--- src/rtl/core/dhcp_option_parser_core_assert.svh ---
// Assertion macros for the DHCP options parser core.
`ifndef DHCP_OPTION_PARSER_CORE_ASSERT_SVH
`define DHCP_OPTION_PARSER_CORE_ASSERT_SVH
`ifndef SYNTH
// Same-cycle implication, sampled on i_clk, off while i_rst_n is low.
`define DOP_ASSERT_IMP(lbl, ante, cons) \
    lbl: assert property (@(posedge i_clk) disable iff (!i_rst_n) (ante) |-> (cons)) \
        else $error("dop: implication check failed");
// Next-cycle implication, sampled on i_clk, off while i_rst_n is low.
`define DOP_ASSERT_NXT(lbl, ante, cons) \
    lbl: assert property (@(posedge i_clk) disable iff (!i_rst_n) (ante) |=> (cons)) \
        else $error("dop: next-cycle check failed");
`else
`define DOP_ASSERT_IMP(lbl, ante, cons)
`define DOP_ASSERT_NXT(lbl, ante, cons)
`endif
`endif

--- src/rtl/core/dop_pkg.sv ---
// Types and constants shared by the DHCP options parser files.
package dop_pkg;

    localparam int NAME_BYTES = 64;

    typedef enum logic [2:0] {
        PH_COOKIE = 3'd0,
        PH_CODE   = 3'd1,
        PH_LEN    = 3'd2,
        PH_VALUE  = 3'd3,
        PH_DONE   = 3'd4,
        PH_SKIP   = 3'd5
    } t_phase;

    typedef enum logic [3:0] {
        K_DNS       = 4'd0,
        K_LEASE     = 4'd1,
        K_RENEWAL   = 4'd2,
        K_ROUTER    = 4'd3,
        K_SERVER    = 4'd4,
        K_MASK      = 4'd5,
        K_NAME_BYTE = 4'd6,
        K_DONE      = 4'd7,
        K_BAD       = 4'd8,
        K_TRUNC     = 4'd9
    } t_kind;

    localparam logic [7:0] OPT_PAD     = 8'd0;
    localparam logic [7:0] OPT_MASK    = 8'd1;
    localparam logic [7:0] OPT_ROUTER  = 8'd3;
    localparam logic [7:0] OPT_DNS     = 8'd6;
    localparam logic [7:0] OPT_NAME    = 8'd15;
    localparam logic [7:0] OPT_LEASE   = 8'd51;
    localparam logic [7:0] OPT_SERVER  = 8'd54;
    localparam logic [7:0] OPT_RENEWAL = 8'd58;
    localparam logic [7:0] OPT_END     = 8'hff;

    typedef struct packed {
        t_kind       kind;
        logic [31:0] value;
        logic [5:0]  name_pos;
        logic        last_result;
    } t_result;

endpackage

--- src/rtl/core/dop_if.sv ---
// Byte and result channel interfaces of the DHCP options parser.
interface dop_byte_if;
    logic       valid;
    logic       ready;
    logic [7:0] opt_byte;
    logic       final_byte;

    modport source (output valid, output opt_byte, output final_byte, input ready);
    modport sink   (input valid, input opt_byte, input final_byte, output ready);
endinterface

interface dop_res_if
    import dop_pkg::*;
();
    logic        valid;
    logic        ready;
    t_kind       kind;
    logic [31:0] value;
    logic [5:0]  name_pos;
    logic        last_result;

    modport source (output valid, output kind, output value, output name_pos,
                    output last_result, input ready);
    modport sink   (input valid, input kind, input value, input name_pos,
                    input last_result, output ready);
endinterface

--- src/rtl/core/dhcp_option_parser_core.sv ---
// DHCP options area parser: byte-wise TLV walk with a four-entry result queue.
//
//   channel   dir  payload                                   handshake
//   i_byte    in   opt_byte[7:0], final_byte                 valid/ready
//   o_res     out  kind[3:0], value[31:0], name_pos[5:0],    valid/ready
//                  last_result
//
// One byte per cycle: the parser updates its state and writes zero, one or two
// results into the queue in the cycle the byte is accepted.
// Results leave the queue one per cycle; the first one is visible the cycle after.
// i_byte.ready is high while the queue holds at most two results, so a stalled
// output side backs up into the byte channel once three or four results wait.
// Synchronous active-low reset clears parser state and empties the queue.
module dhcp_option_parser_core
    import dop_pkg::*;
(
    input  logic     i_clk,
    input  logic     i_rst_n,
    dop_byte_if.sink i_byte,
    dop_res_if.source o_res
);

`include "dhcp_option_parser_core_assert.svh"

    localparam int QDEPTH   = 4;
    localparam int QAW      = $clog2(QDEPTH);
    localparam int NAME_LIM = (NAME_BYTES < 64) ? NAME_BYTES : 64;

    localparam logic [7:0] COOKIE [4] = '{8'h63, 8'h82, 8'h53, 8'h63};

    // parser state
    t_phase      r_phase,     n_phase;
    logic [1:0]  r_cookie_idx, n_cookie_idx;
    logic [7:0]  r_code,      n_code;
    logic [7:0]  r_bytes_left, n_bytes_left;
    logic [31:0] r_acc,       n_acc;
    logic [2:0]  r_acc_cnt,   n_acc_cnt;
    logic [31:0] r_lease,     n_lease;
    logic [31:0] r_renewal,   n_renewal;
    logic [6:0]  r_name_cnt,  n_name_cnt;

    // result queue
    t_result          r_queue [QDEPTH];
    logic [QAW-1:0]   r_wr_ptr;
    logic [QAW-1:0]   r_rd_ptr;
    logic [QAW:0]     r_count;

    logic     in_fire;
    logic     out_fire;
    logic     main_v;
    t_result  main_res;
    logic     trunc_v;
    logic     closed;
    logic     fin_v;
    t_kind    fin_kind;
    logic [31:0] fin_val;
    logic     finish;
    logic [1:0]  push_n;
    t_result  slot0;
    t_result  slot1;

    assign i_byte.ready = (r_count <= (QAW+1)'(QDEPTH - 2));
    assign in_fire      = i_byte.valid && i_byte.ready;
    assign o_res.valid  = (r_count != '0);
    assign out_fire     = o_res.valid && o_res.ready;

    assign o_res.kind        = r_queue[r_rd_ptr].kind;
    assign o_res.value       = r_queue[r_rd_ptr].value;
    assign o_res.name_pos    = r_queue[r_rd_ptr].name_pos;
    assign o_res.last_result = r_queue[r_rd_ptr].last_result;

    always_comb begin
        logic [7:0] b;
        b = i_byte.opt_byte;

        n_phase      = r_phase;
        n_cookie_idx = r_cookie_idx;
        n_code       = r_code;
        n_bytes_left = r_bytes_left;
        n_acc        = r_acc;
        n_acc_cnt    = r_acc_cnt;
        n_lease      = r_lease;
        n_renewal    = r_renewal;
        n_name_cnt   = r_name_cnt;
        main_v       = 1'b0;
        main_res     = '{kind: K_DNS, value: 32'd0, name_pos: 6'd0, last_result: 1'b0};
        closed       = 1'b0;
        finish       = 1'b0;

        case (r_phase)
            PH_COOKIE: begin
                if (b != COOKIE[r_cookie_idx]) begin
                    main_v   = 1'b1;
                    main_res = '{kind: K_BAD, value: 32'd0, name_pos: 6'd0,
                                 last_result: 1'b1};
                    n_phase  = PH_SKIP;
                    closed   = 1'b1;
                end else if (r_cookie_idx == 2'd3) begin
                    n_phase = PH_CODE;
                end else begin
                    n_cookie_idx = r_cookie_idx + 2'd1;
                end
            end
            PH_CODE: begin
                if (b == OPT_END) begin
                    main_v   = 1'b1;
                    main_res = '{kind: K_DONE,
                                 value: (r_renewal != 32'd0) ? r_renewal
                                                             : {1'b0, r_lease[31:1]},
                                 name_pos: 6'd0, last_result: 1'b1};
                    n_phase  = PH_DONE;
                    closed   = 1'b1;
                end else if (b != OPT_PAD) begin
                    n_code  = b;
                    n_phase = PH_LEN;
                end
            end
            PH_LEN: begin
                n_bytes_left = b;
                n_acc        = 32'd0;
                n_acc_cnt    = 3'd0;
                if (r_code == OPT_NAME) begin
                    n_name_cnt = 7'd0;
                end
                if (b == 8'd0) begin
                    finish = 1'b1;
                end else begin
                    n_phase = PH_VALUE;
                end
            end
            PH_VALUE: begin
                if (r_acc_cnt < 3'd4) begin
                    n_acc     = {r_acc[23:0], b};
                    n_acc_cnt = r_acc_cnt + 3'd1;
                end
                if (r_code == OPT_NAME) begin
                    if (r_name_cnt < 7'(NAME_LIM)) begin
                        main_v   = 1'b1;
                        main_res = '{kind: K_NAME_BYTE, value: 32'(b),
                                     name_pos: r_name_cnt[5:0], last_result: 1'b0};
                    end
                    if (r_name_cnt != 7'd127) begin
                        n_name_cnt = r_name_cnt + 7'd1;
                    end
                end
                n_bytes_left = r_bytes_left - 8'd1;
                if (r_bytes_left == 8'd1) begin
                    finish = 1'b1;
                end
            end
            PH_DONE, PH_SKIP: begin
                closed = 1'b1;
            end
            default: begin
                n_phase = PH_SKIP;
                closed  = 1'b1;
            end
        endcase

        // left-align a short value, then map the option code to a result kind
        case (n_acc_cnt)
            3'd1:    fin_val = {n_acc[7:0], 24'd0};
            3'd2:    fin_val = {n_acc[15:0], 16'd0};
            3'd3:    fin_val = {n_acc[23:0], 8'd0};
            3'd4:    fin_val = n_acc;
            default: fin_val = 32'd0;
        endcase
        fin_v    = 1'b1;
        fin_kind = K_DNS;
        case (r_code)
            OPT_DNS:     fin_kind = K_DNS;
            OPT_LEASE:   fin_kind = K_LEASE;
            OPT_RENEWAL: fin_kind = K_RENEWAL;
            OPT_ROUTER:  fin_kind = K_ROUTER;
            OPT_SERVER:  fin_kind = K_SERVER;
            OPT_MASK:    fin_kind = K_MASK;
            default:     fin_v    = 1'b0;
        endcase
        if (finish) begin
            n_phase = PH_CODE;
            if (r_code == OPT_LEASE) begin
                n_lease = fin_val;
            end
            if (r_code == OPT_RENEWAL) begin
                n_renewal = fin_val;
            end
            if (fin_v) begin
                main_v   = 1'b1;
                main_res = '{kind: fin_kind, value: fin_val, name_pos: 6'd0,
                             last_result: 1'b0};
            end
        end

        trunc_v = i_byte.final_byte && !closed;
        if (i_byte.final_byte) begin
            n_phase      = PH_COOKIE;
            n_cookie_idx = 2'd0;
            n_code       = 8'd0;
            n_bytes_left = 8'd0;
            n_acc        = 32'd0;
            n_acc_cnt    = 3'd0;
            n_lease      = 32'd0;
            n_renewal    = 32'd0;
            n_name_cnt   = 7'd0;
        end

        // option result first, then the truncation marker
        slot1 = '{kind: K_TRUNC, value: 32'd0, name_pos: 6'd0, last_result: 1'b1};
        if (main_v) begin
            slot0  = main_res;
            push_n = trunc_v ? 2'd2 : 2'd1;
        end else begin
            slot0  = slot1;
            push_n = trunc_v ? 2'd1 : 2'd0;
        end
    end

    always_ff @(posedge i_clk) begin
        if (!i_rst_n) begin
            r_phase      <= PH_COOKIE;
            r_cookie_idx <= 2'd0;
            r_code       <= 8'd0;
            r_bytes_left <= 8'd0;
            r_acc        <= 32'd0;
            r_acc_cnt    <= 3'd0;
            r_lease      <= 32'd0;
            r_renewal    <= 32'd0;
            r_name_cnt   <= 7'd0;
        end else if (in_fire) begin
            r_phase      <= n_phase;
            r_cookie_idx <= n_cookie_idx;
            r_code       <= n_code;
            r_bytes_left <= n_bytes_left;
            r_acc        <= n_acc;
            r_acc_cnt    <= n_acc_cnt;
            r_lease      <= n_lease;
            r_renewal    <= n_renewal;
            r_name_cnt   <= n_name_cnt;
        end
    end

    always_ff @(posedge i_clk) begin
        if (in_fire && (push_n != 2'd0)) begin
            r_queue[r_wr_ptr] <= slot0;
        end
        if (in_fire && (push_n == 2'd2)) begin
            r_queue[r_wr_ptr + QAW'(1)] <= slot1;
        end
    end

    always_ff @(posedge i_clk) begin
        if (!i_rst_n) begin
            r_wr_ptr <= '0;
            r_rd_ptr <= '0;
            r_count  <= '0;
        end else begin
            if (in_fire) begin
                r_wr_ptr <= r_wr_ptr + QAW'(push_n);
            end
            if (out_fire) begin
                r_rd_ptr <= r_rd_ptr + QAW'(1);
            end
            r_count <= r_count + (QAW+1)'(in_fire ? push_n : 2'd0)
                               - (QAW+1)'(out_fire);
        end
    end

    `DOP_ASSERT_IMP(a_queue_bound, 1'b1, r_count <= (QAW+1)'(QDEPTH))
    `DOP_ASSERT_IMP(a_room_for_two, in_fire, r_count <= (QAW+1)'(QDEPTH - 2))
    `DOP_ASSERT_IMP(a_value_pending, r_phase == PH_VALUE, r_bytes_left != 8'd0)
    `DOP_ASSERT_NXT(a_final_rearms, in_fire && i_byte.final_byte,
                    r_phase == PH_COOKIE && r_lease == 32'd0 && r_renewal == 32'd0)

endmodule

--- src/flat_wrapper.sv ---
// flat-port wrapper written by rule: the top's interface ports become plain ports
module dhcp_option_parser_core_flat import dop_pkg::*;
  (i_clk, i_rst_n, i_byte_valid, i_byte_opt_byte, i_byte_final_byte, i_byte_ready, o_res_valid, o_res_kind, o_res_value, o_res_name_pos, o_res_last_result, o_res_ready);
  dop_byte_if i_byte_i ();
  dop_res_if o_res_i ();
  input  logic i_clk;
  input  logic i_rst_n;
  input wire logic [$bits(i_byte_i.valid)-1:0] i_byte_valid;
  input wire logic [$bits(i_byte_i.opt_byte)-1:0] i_byte_opt_byte;
  input wire logic [$bits(i_byte_i.final_byte)-1:0] i_byte_final_byte;
  output wire logic [$bits(i_byte_i.ready)-1:0] i_byte_ready;
  output wire logic [$bits(o_res_i.valid)-1:0] o_res_valid;
  output wire logic [$bits(o_res_i.kind)-1:0] o_res_kind;
  output wire logic [$bits(o_res_i.value)-1:0] o_res_value;
  output wire logic [$bits(o_res_i.name_pos)-1:0] o_res_name_pos;
  output wire logic [$bits(o_res_i.last_result)-1:0] o_res_last_result;
  input wire logic [$bits(o_res_i.ready)-1:0] o_res_ready;
  assign i_byte_i.valid = i_byte_valid;
  assign i_byte_i.opt_byte = i_byte_opt_byte;
  assign i_byte_i.final_byte = i_byte_final_byte;
  assign i_byte_ready = i_byte_i.ready;
  assign o_res_valid = o_res_i.valid;
  assign o_res_kind = o_res_i.kind;
  assign o_res_value = o_res_i.value;
  assign o_res_name_pos = o_res_i.name_pos;
  assign o_res_last_result = o_res_i.last_result;
  assign o_res_i.ready = o_res_ready;
  dhcp_option_parser_core u_core (.i_clk(i_clk), .i_rst_n(i_rst_n), .i_byte(i_byte_i), .o_res(o_res_i));
endmodule
--- config.mk ---
export PLATFORM = sky130hd
export DESIGN_NAME = dhcp_option_parser_core_flat
export DESIGN_NICKNAME = d
export VERILOG_FILES = /design/src/rtl/core/dop_pkg.sv /design/src/rtl/core/dop_if.sv /design/src/rtl/core/dhcp_option_parser_core.sv /design/src/flat_wrapper.sv
export VERILOG_INCLUDE_DIRS = /design/src /design/src/rtl/core
export SDC_FILE = /design/constraint.sdc
export NUM_CORES = 1
export LEC_CHECK = 0
export BUFFER_PORTS_ARGS = -buffer_cell sky130_fd_sc_hd__buf_2
export CAP_MARGIN = 20
export CORE_ASPECT_RATIO = 1.2
export CORE_UTILIZATION = 56
export DETAILED_ROUTE_END_ITERATION = 10
export GPL_ROUTABILITY_DRIVEN = 0
export PLACE_DENSITY = 0.8
export SLEW_MARGIN = 15
export SYNTH_ARGS = -nofsm -noshare
export SYNTH_HDL_FRONTEND = slang
export SYNTH_SLANG_ARGS = --single-unit
--- constraint.sdc ---
create_clock -name i_clk -period 4.4 [get_ports i_clk]
set_input_delay 0.44 -clock i_clk [delete_from_list [all_inputs] [get_ports i_clk]]
set_output_delay 0.44 -clock i_clk [all_outputs]
set_load 0.02 [all_outputs]
==> flow_metrics.tcl, run 1 <==
set metrics [dict create \
    relSlewSlack_pct 35.9 \
    clock_latency_ps 570 \
    hp-class "in -> reg" \
    postSynthCellCount 1515 \
    finalSetupViolations 0 \
    p_per_area_mw_per_mm2 533 \
    cts_sinks 307 \
    switching_share_pct 31.7 \
    cp_max_fo 9 \
    r2r_setup_slack_ps 570 \
    stdcell_area_mm2 0.0156 \
    initial_core_util_pct 57.2 \
    io_pins 58 \
    numCtsBuffers 30 \
    hpwl_um 25700 \
    end_kind "flop" \
    timing.fmax_mhz 261 \
    numPortBuffers 57 \
    ir_drop_mv 0.330 \
    cts_max_level 1 \
    final_cell_mix "dfxtp_1, o21ai_0, a21oi_1" \
    area_growth_pct 10.2 \
    period_share_pct 87.0 \
    die_h_um 176 \
    ys_ff_latch 307 \
    syn_area_mm2 0.0141 \
    crit_end "u_core.r_queue[2][26]" \
    cp.arrival_ps 4230 \
    slowest_delay_ps 650 \
    cpMostUsedCell "nor2_1" \
    hold_viol_final 0 \
    wl_um 38600 \
    run_status "complete, no violations" \
    synth_nets 1543 \
    die_w_um 147 \
    postCtsSetupRepairBufs 0 \
    overflow 0 \
    final_max_slew_viol_count 0 \
    setup_tns_ps 0 \
    grt_pass1_vias 11700 \
    p_comb_share_pct 25.4 \
    cts_root_buffer "clkbuf_16" \
    slowest_stage "nor2_1" \
    ctsHoldBuffers 0 \
    drive_gt1_share_pct 14.9 \
    synth_edf_count 0 \
    core-area_mm2 0.0248 \
    skew_ps 16.0 \
    remaining_drc_errors 0 \
    diodes 0 \
    nets 1538 \
    gr-usage-all-layers_pct 29.4 \
    cp-startpoint "u_core.r_cookie_idx[0]" \
    synth_seq_area_share_pct 43.4 \
    wl_per_cell_um 20.8 \
    place_area_mm2 0.0146 \
    cp.required_ps 4800 \
    grt_max_degree 68 \
    cts_tree "built" \
    first_iter_violations 1297 \
    yosysUniqueCellTypes 79 \
    start_kind "flop" \
    path_class "reg -> reg" \
    rsz0062_at_grt "false" \
    ant_nets 0 \
    p_leak_nw 5.64 \
    dr.pass1.iters 8 \
    path_cells "inv_1, ha_1, xnor2_1, nand2_1, nor3_1, nor4_1, nor2_1, and3_1, ha_1, nand3_1, nor2_1, nor2_1, a22oi_1, o21ai_0" \
    synthArstFlopShare_pct 0 \
    syn_area_per_cell_um2 9.34 \
    tightest_slew_ps 962 \
    power_frac_clock_pct 30.6 \
    grt_pass1_wl_um 61600 \
    timing.rr.end "u_core.r_queue[2][26]" \
    yosys_warnings 0 \
    net-switching-power_mw 2.64 \
    whs_ps 228 \
    timing.rr.start "u_core.r_cookie_idx[0]" \
    dieArea_mm2 0.0259 \
    post-route-min-period_ps 3830 \
    layout_commonest_cell "dfxtp_1" \
    n_fill_cell 2041 \
    ys.flop_type "dfxtp_1" \
    pwr-share-seq_pct 44.0 \
    cts_resized 0 \
    internal-power_mw 5.67 \
    vias 12400 \
    rows 63 \
    via_per_inst 6.66 \
    r2r_cells 14 \
    antenna_found_initial 0 \
    cts.reportedPaths.clkPinSlew_ps 60 \
    clockBufferDepth 3 \
    drv_cap 0 \
]
[Yosys cell counts (25+ instances only)]
cell | n | area share [%]
a21oi_1 | 150 | 5.3
o21ai_0 | 195 | 6.9
dfxtp_1 | 307 | 43
a22o_1 | 85 | 5.3
nor2_1 | 33 | 0.88
a22oi_1 | 73 | 3.9
and2_1 | 28 | 1.2
inv_1 | 26 | 0.69
mux4_2 | 43 | 6.8
nand3_1 | 35 | 1.2
clkbuf_1 | 88 | 2.3
buf_2 | 25 | 0.88
nand2_1 | 93 | 2.5
nor2b_1 | 44 | 1.9
[final cells by class]
type                            instances  area, um^2  area share [%]
Tap cell                              325         407            2.61
Clock buffer                           46         891            5.71
Sequential cell                       307        6150            39.4
Timing Repair Buffer                   94         576            3.69
Inverter                               26        97.6           0.626
Clock inverter                         10        95.1           0.610
Multi-Input combinational cell       1051        7380            47.3
[how the worst min path moves through the flow]
stage                          startpoint               endpoint  cells after the start
floorplan           u_core.r_queue[1][39]  u_core.r_queue[1][39]                      2
global placement    u_core.r_queue[0][39]  u_core.r_queue[0][39]                      2
detailed placement  u_core.r_queue[0][39]  u_core.r_queue[0][39]                      2
CTS                               i_rst_n   u_core.r_name_cnt[5]                      2
global route                      i_rst_n   u_core.r_name_cnt[5]                      2
finish                            i_rst_n   u_core.r_name_cnt[5]                      2
[metal layers]
layer / global-route usage, % / vias to the layer above / share of wire [%]
li1: - / 5692 / -
met1: 38.9 / 6007 / 41
met2: 48.0 / 597 / 47
met3: 4.42 / 92 / 8.6
met4: 11.9 / 0 / 3.3
met5: 0 / - / 0
[metrics by stage]
step                      worst slack (ps)  util (%)  total power [mW]  std cells
after floorplan                       1070         -              5.19       1515
after global placement                 931      59.0              5.67       1803
after detailed placement               747      59.0              5.79       1803
after CTS                              679      63.0              8.33       1859
after global routing                   343      63.0              8.71       1859
final                                  572      63.0              8.31       1859
[critical path: cells and delay by family, from the launching register on]
kind / cells / cell delay [ps]
xor+xnor: 1 / 140
fa+ha+maj: 2 / 480
buf+inv: 1 / 60
flops: 1 / 400
compound gates: 2 / 390
simple gates: 8 / 2190
[logic make-up after synthesis]
family / synth area share, %
AO/OA/AOI/OAI: 28.9
XOR/XNOR: 0.557
adder cells (fa/ha/maj): 1.38
buffers and inverters: 4.69
flip-flops: 43.4
multiplexers: 7.55
AND/OR/NAND/NOR: 13.5
[registers in the layout, indices dropped and copies added, names as in the netlist, named ones only]
name / flops
u_core.r_acc: 32
u_core.r_acc_cnt: 3
u_core.r_bytes_left: 8
u_core.r_code: 8
u_core.r_cookie_idx: 2
u_core.r_count: 3
u_core.r_lease: 31
u_core.r_name_cnt: 7
u_core.r_phase: 3
u_core.r_queue: 172
u_core.r_rd_ptr: 2
u_core.r_renewal: 32
u_core.r_wr_ptr: 2
[power groups by stage]
stage | clock network [mW] | logic [mW] | registers, mW
floorplan | 0 | 1.64 | 3.55
global placement | 0 | 2.01 | 3.66
detailed placement | 0 | 2.09 | 3.70
CTS | 2.58 | 2.10 | 3.64
global route | 2.69 | 2.31 | 3.71
finish | 2.54 | 2.11 | 3.66
(Power assumes the default switching activity.)
==> inputs of run 2 (changes only) <==
--- a/config.mk
+++ b/config.mk
@@ -6,13 +6,14 @@
 export SDC_FILE = /design/constraint.sdc
 export NUM_CORES = 1
 export LEC_CHECK = 0
-export BUFFER_PORTS_ARGS = -buffer_cell sky130_fd_sc_hd__buf_2
+export BUFFER_PORTS_ARGS = -buffer_cell sky130_fd_sc_hd__clkbuf_2
 export CAP_MARGIN = 20
 export CORE_ASPECT_RATIO = 1.2
 export CORE_UTILIZATION = 56
+export CTS_BUF_LIST = sky130_fd_sc_hd__clkbuf_4 sky130_fd_sc_hd__clkbuf_8
 export DETAILED_ROUTE_END_ITERATION = 10
 export GPL_ROUTABILITY_DRIVEN = 0
-export PLACE_DENSITY = 0.8
+export PLACE_DENSITY = 0.7
 export SLEW_MARGIN = 15
 export SYNTH_ARGS = -nofsm -noshare
 export SYNTH_HDL_FRONTEND = slang
==> flow_metrics.tcl, run 2 (synthesis gave the netlist of run 1 again) <==
set metrics [dict create \
    vias 12200 \
    seqCellArea_mm2 0.00615 \
    r2r_cells 13 \
    diodes 0 \
    period_share_pct 87.7 \
    path_class "reg -> reg" \
    wl_per_cell_um 20.5 \
    relSlewSlack_pct 35.0 \
    nets 1557 \
    gr-usage-all-layers_pct 29.9 \
    run_status "complete, no violations" \
    reg.largest.list "u_core.r_queue x172, u_core.r_acc x32, u_core.r_renewal x32" \
    numCtsBuffers 48 \
    r2r_setup_slack_ps 540 \
    clockBufferDepth 3 \
    ant_nets 0 \
    multiInputGateArea_mm2 0.00738 \
    hold_viol_final 0 \
    end_kind "flop" \
    switching_share_pct 31.4 \
    via_per_inst 6.42 \
    layout_commonest_cell "dfxtp_1" \
    final_max_slew_viol_count 0 \
    rows 63 \
    whs_ps 224 \
    min_path_cells 2 \
    clock_latency_ps 570 \
    drive_gt1_share_pct 17.2 \
    ir_drop_mv 0.316 \
    io_pins 58 \
    pwr-share-seq_pct 43.6 \
    initial_core_util_pct 57.2 \
    cts.reportedPaths.clkPinSlew_ps 70 \
    cts_root_buffer "clkbuf_8" \
    cp.arrival_ps 4340 \
    ctsHoldBuffers 0 \
    finalSetupViolations 0 \
    net-switching-power_mw 2.63 \
    power_frac_clock_pct 31.8 \
    largest_reg_flops 172 \
    overflow 0 \
    whs_endpoint "u_core.r_wr_ptr[1]" \
    dieArea_mm2 0.0259 \
    timing.rr.end "u_core.r_queue[1][7]" \
    hpwl_um 26000 \
    holdCritStartpoint "i_rst_n" \
    cts_sinks 307 \
    remaining_drc_errors 0 \
    post-route-min-period_ps 3860 \
    p_per_area_mw_per_mm2 532 \
    cp_max_fo 25 \
    dr.pass1.iters 9 \
    wl_um 38900 \
    p_leak_nw 5.75 \
    numPortBuffers 57 \
    die_w_um 147 \
    area_growth_pct 11.3 \
    grt_pass1_vias 11500 \
    rsz0062_at_grt "false" \
    timing.rr.start "u_core.r_cookie_idx[0]" \
    cts_resized 0 \
    start_kind "flop" \
    setup_tns_ps 0 \
    n_fill_cell 2098 \
    top_register "u_core.r_queue" \
    cp.required_ps 4880 \
    tightest_slew_ps 975 \
    cts_max_level 2 \
    p_comb_share_pct 24.6 \
    cts_tree "built" \
    timing.fmax_mhz 259 \
    hp-class "in -> reg" \
    antenna_found_initial 0 \
    grt_max_degree 68 \
    core-area_mm2 0.0248 \
    drv_cap 0 \
    grt_pass1_wl_um 62000 \
    internal-power_mw 5.75 \
    skew_ps 20.4 \
    postCtsSetupRepairBufs 0 \
    first_iter_violations 1207 \
    die_h_um 176 \
    final_cell_mix "dfxtp_1, o21ai_0, a21oi_1" \
]
## run 2: cell types whose count changed in the layout (fill, tap and decap cells not counted), sizes merged
cell / change
buf: -56
bufinv: +1
clkinv: +1
inv: +1
clkinvlp: -2
clkbuf: +89
## run 2: area by class of cell
cell class / instances / share of cell area [%]
Inverter: 26 / 0.620
Clock inverter: 11 / 0.763
Clock buffer: 78 / 6.22
Timing Repair Buffer: 95 / 3.91
Sequential cell: 307 / 39.0
Tap cell: 325 / 2.58
Multi-Input combinational cell: 1051 / 46.9
## run 2: power by group through the flow
stage / clock (mW) / combinational (mW) / sequential, mW
after global routing: 2.85 / 2.27 / 3.72
final: 2.67 / 2.06 / 3.65
after CTS: 2.70 / 2.07 / 3.65
after global placement: 0 / 2.00 / 3.68
after detailed placement: 0 / 2.06 / 3.70
after floorplan: 0 / 1.64 / 3.55
## run 2: worst max path at each step
stage	from	end	slack, ps	depth (start not counted)
6_report	u_core.r_cookie_idx[0]	u_core.r_queue[1][7]	540	13
5_1_grt	u_core.r_cookie_idx[0]	u_core.r_queue[1][7]	190	13
4_1_cts	u_core.r_cookie_idx[0]	u_core.r_queue[1][7]	610	13
3_5_place_dp	i_byte_opt_byte[6]	u_core.r_queue[0][32]	660	13
3_3_place_gp	i_byte_opt_byte[6]	u_core.r_queue[0][27]	770	13
2_1_floorplan	i_byte_opt_byte[5]	u_core.r_count[2]	1070	15
## run 2: worst max-delay path, cell delays in order (launching register included)
cell and delay, ps:
dfxtp_1 390, inv_1 60, ha_1 310, xnor2_1 130, nand2_1 80, nor3_1 50
nor4_1 490, nor2_1 180, and3_1 250, ha_1 200, nand3_1 250, or3_1 800
o21ai_0 330, a21oi_1 230
## run 2: metrics by stage
stage	setup WS (ps)	utilization [%]	std cells	area [um^2]	power [mW]
after floorplan	1070	-	1515	14100	5.19
after detailed placement	658	59.1	1803	14600	5.76
after global placement	771	59.1	1803	14600	5.68
after CTS	606	63.5	1892	15700	8.41
final	542	63.6	1893	15700	8.38
after global routing	187	63.6	1893	15700	8.83
## run 2: per-layer routing
layer | part of all wire (%) | vias to the layer above | global-route usage, % | routed length (um)
met5 | 0 | - | 0 | 0
li1 | - | 5737 | - | -
met1 | 44 | 5920 | 41.0 | 17300
met2 | 47 | 429 | 48.4 | 18300
met3 | 6.1 | 72 | 4.24 | 2380
met4 | 2.5 | 0 | 9.66 | 986
==> inputs of run 3 (changes only) <==
==> constraint.sdc (replaced) <==
create_clock -name i_clk -period 4.4 [get_ports i_clk]
set_input_delay 0.22 -clock i_clk [delete_from_list [all_inputs] [get_ports i_clk]]
set_output_delay 0.22 -clock i_clk [all_outputs]
set_load 0.02 [all_outputs]
==> flow_metrics.tcl, run 3 (synthesis gave the netlist of run 1 again) <==
set metrics [dict create \
    area_growth_pct 10.4 \
    relSlewSlack_pct 31.0 \
    overflow 0 \
    whs_endpoint "u_core.r_code[1]" \
    dr.pass1.iters 6 \
    cp_max_fo 10 \
    timing.rr.start "u_core.r_bytes_left[1]" \
    drive_gt1_share_pct 16.7 \
    cts_max_level 2 \
    min_path_cells 3 \
    via_per_inst 6.43 \
    wl_um 38500 \
    stdcell_area_mm2 0.0156 \
    path_class "reg -> reg" \
    io_pins 58 \
    grt_max_degree 73 \
    ctsHoldBuffers 0 \
    period_share_pct 85.4 \
    final_core_util_pct 63.1 \
    cts_tree "built" \
    tightest_slew_ps 1030 \
    diodes 0 \
    drv_cap 0 \
    ant_nets 0 \
    r2r_cells 14 \
    final_cell_mix "dfxtp_1, o21ai_0, a21oi_1" \
    first_iter_violations 1154 \
    clockBufferDepth 3 \
    finalPower_mw 8.25 \
    vias 12100 \
    whs_ps 123 \
    wl_per_cell_um 20.4 \
    finalSetupViolations 0 \
    hpwl_um 25000 \
    antenna_found_initial 0 \
    start_kind "flop" \
    layout_commonest_cell "dfxtp_1" \
    remaining_drc_errors 0 \
    grt_pass1_vias 11500 \
    r2r_setup_slack_ps 640 \
    final_max_slew_viol_count 0 \
    die_w_um 147 \
    rsz0062_at_grt "false" \
    rows 63 \
    timing.rr.end "u_core.r_queue[0][26]" \
    place_area_mm2 0.0146 \
    timing.fmax_mhz 266 \
    core-area_mm2 0.0248 \
    die_h_um 176 \
    end_kind "flop" \
    nets 1553 \
    dieArea_mm2 0.0259 \
    reg.largest.list "u_core.r_queue x172, u_core.r_acc x32, u_core.r_renewal x32" \
    numPortBuffers 57 \
    gr-usage-all-layers_pct 29.5 \
    hp-class "in -> reg" \
    holdCritStartpoint "i_byte_opt_byte[1]" \
    ir_drop_mv 0.239 \
    skew_ps 21.6 \
    post-route-min-period_ps 3760 \
    largest_reg_flops 172 \
    cts_root_buffer "clkbuf_8" \
    cts_sinks 307 \
    top_register "u_core.r_queue" \
    run_status "complete, no violations" \
    grt_pass1_wl_um 61600 \
    numCtsBuffers 49 \
    p_leak_nw 5.68 \
    postCtsSetupRepairBufs 0 \
    cp.arrival_ps 4260 \
    clock_latency_ps 580 \
    initial_core_util_pct 57.2 \
    hold_viol_final 0 \
    cp.required_ps 4900 \
    p_per_area_mw_per_mm2 528 \
    cts_resized 0 \
    cts.reportedPaths.clkPinSlew_ps 60 \
    setup_tns_ps 0 \
]
[run 3: layer usage]
layer	track usage [%]	share of wire, %	vias to the layer above
li1	-	-	5719
met1	41.0	44	5856
met2	47.6	47	477
met3	3.70	6.8	69
met4	9.62	2.4	0
met5	0	0	-
[run 3: metrics by stage]
stage,setup slack [ps],instances
final,641,1884
after global routing,328,1884
after CTS,715,1883
after detailed placement,721,1798
after global placement,828,1798
after floorplan,1100,1515
[run 3: how the worst max path moves through the flow]
stage / from / end / cells past startpoint
after global placement: u_core.r_bytes_left[1] / u_core.r_queue[0][30] / 14
final: u_core.r_bytes_left[1] / u_core.r_queue[0][26] / 14
after global routing: u_core.r_cookie_idx[0] / u_core.r_queue[0][26] / 14
after floorplan: u_core.r_phase[0] / u_core.r_count[2] / 14
after CTS: u_core.r_bytes_left[1] / u_core.r_queue[0][28] / 14
after detailed placement: u_core.r_bytes_left[1] / u_core.r_queue[0][29] / 14
[run 3: power by group]
group          internal [mW]  switching [mW]  leakage, nW
logic                  0.872            1.16         2.62
registers               3.33           0.337         2.51
clock network           1.43            1.12        0.552
total                   5.64            2.62         5.68
[run 3: cell type report]
type / count / area [um^2]
fill: 2146 / 9130
clock inverter: 5 / 45.0
tap: 325 / 407
sequential: 307 / 6150
inverter: 26 / 97.6
clock buffer: 80 / 995
timing repair buffer: 90 / 553
multi-input combinational: 1051 / 7380
[run 3: critical path, cell delays in order (launching register included)]
cell and delay [ps]:
dfxtp_1 340, inv_1 70, ha_1 170, nor2b_1 120, and4_1 210, o21ai_1 260
nor2_2 80, or2_2 360, or3_1 350, ha_1 190, nand3_1 280, nor2_1 270
nor2_1 680, a22oi_1 190, o21ai_0 120
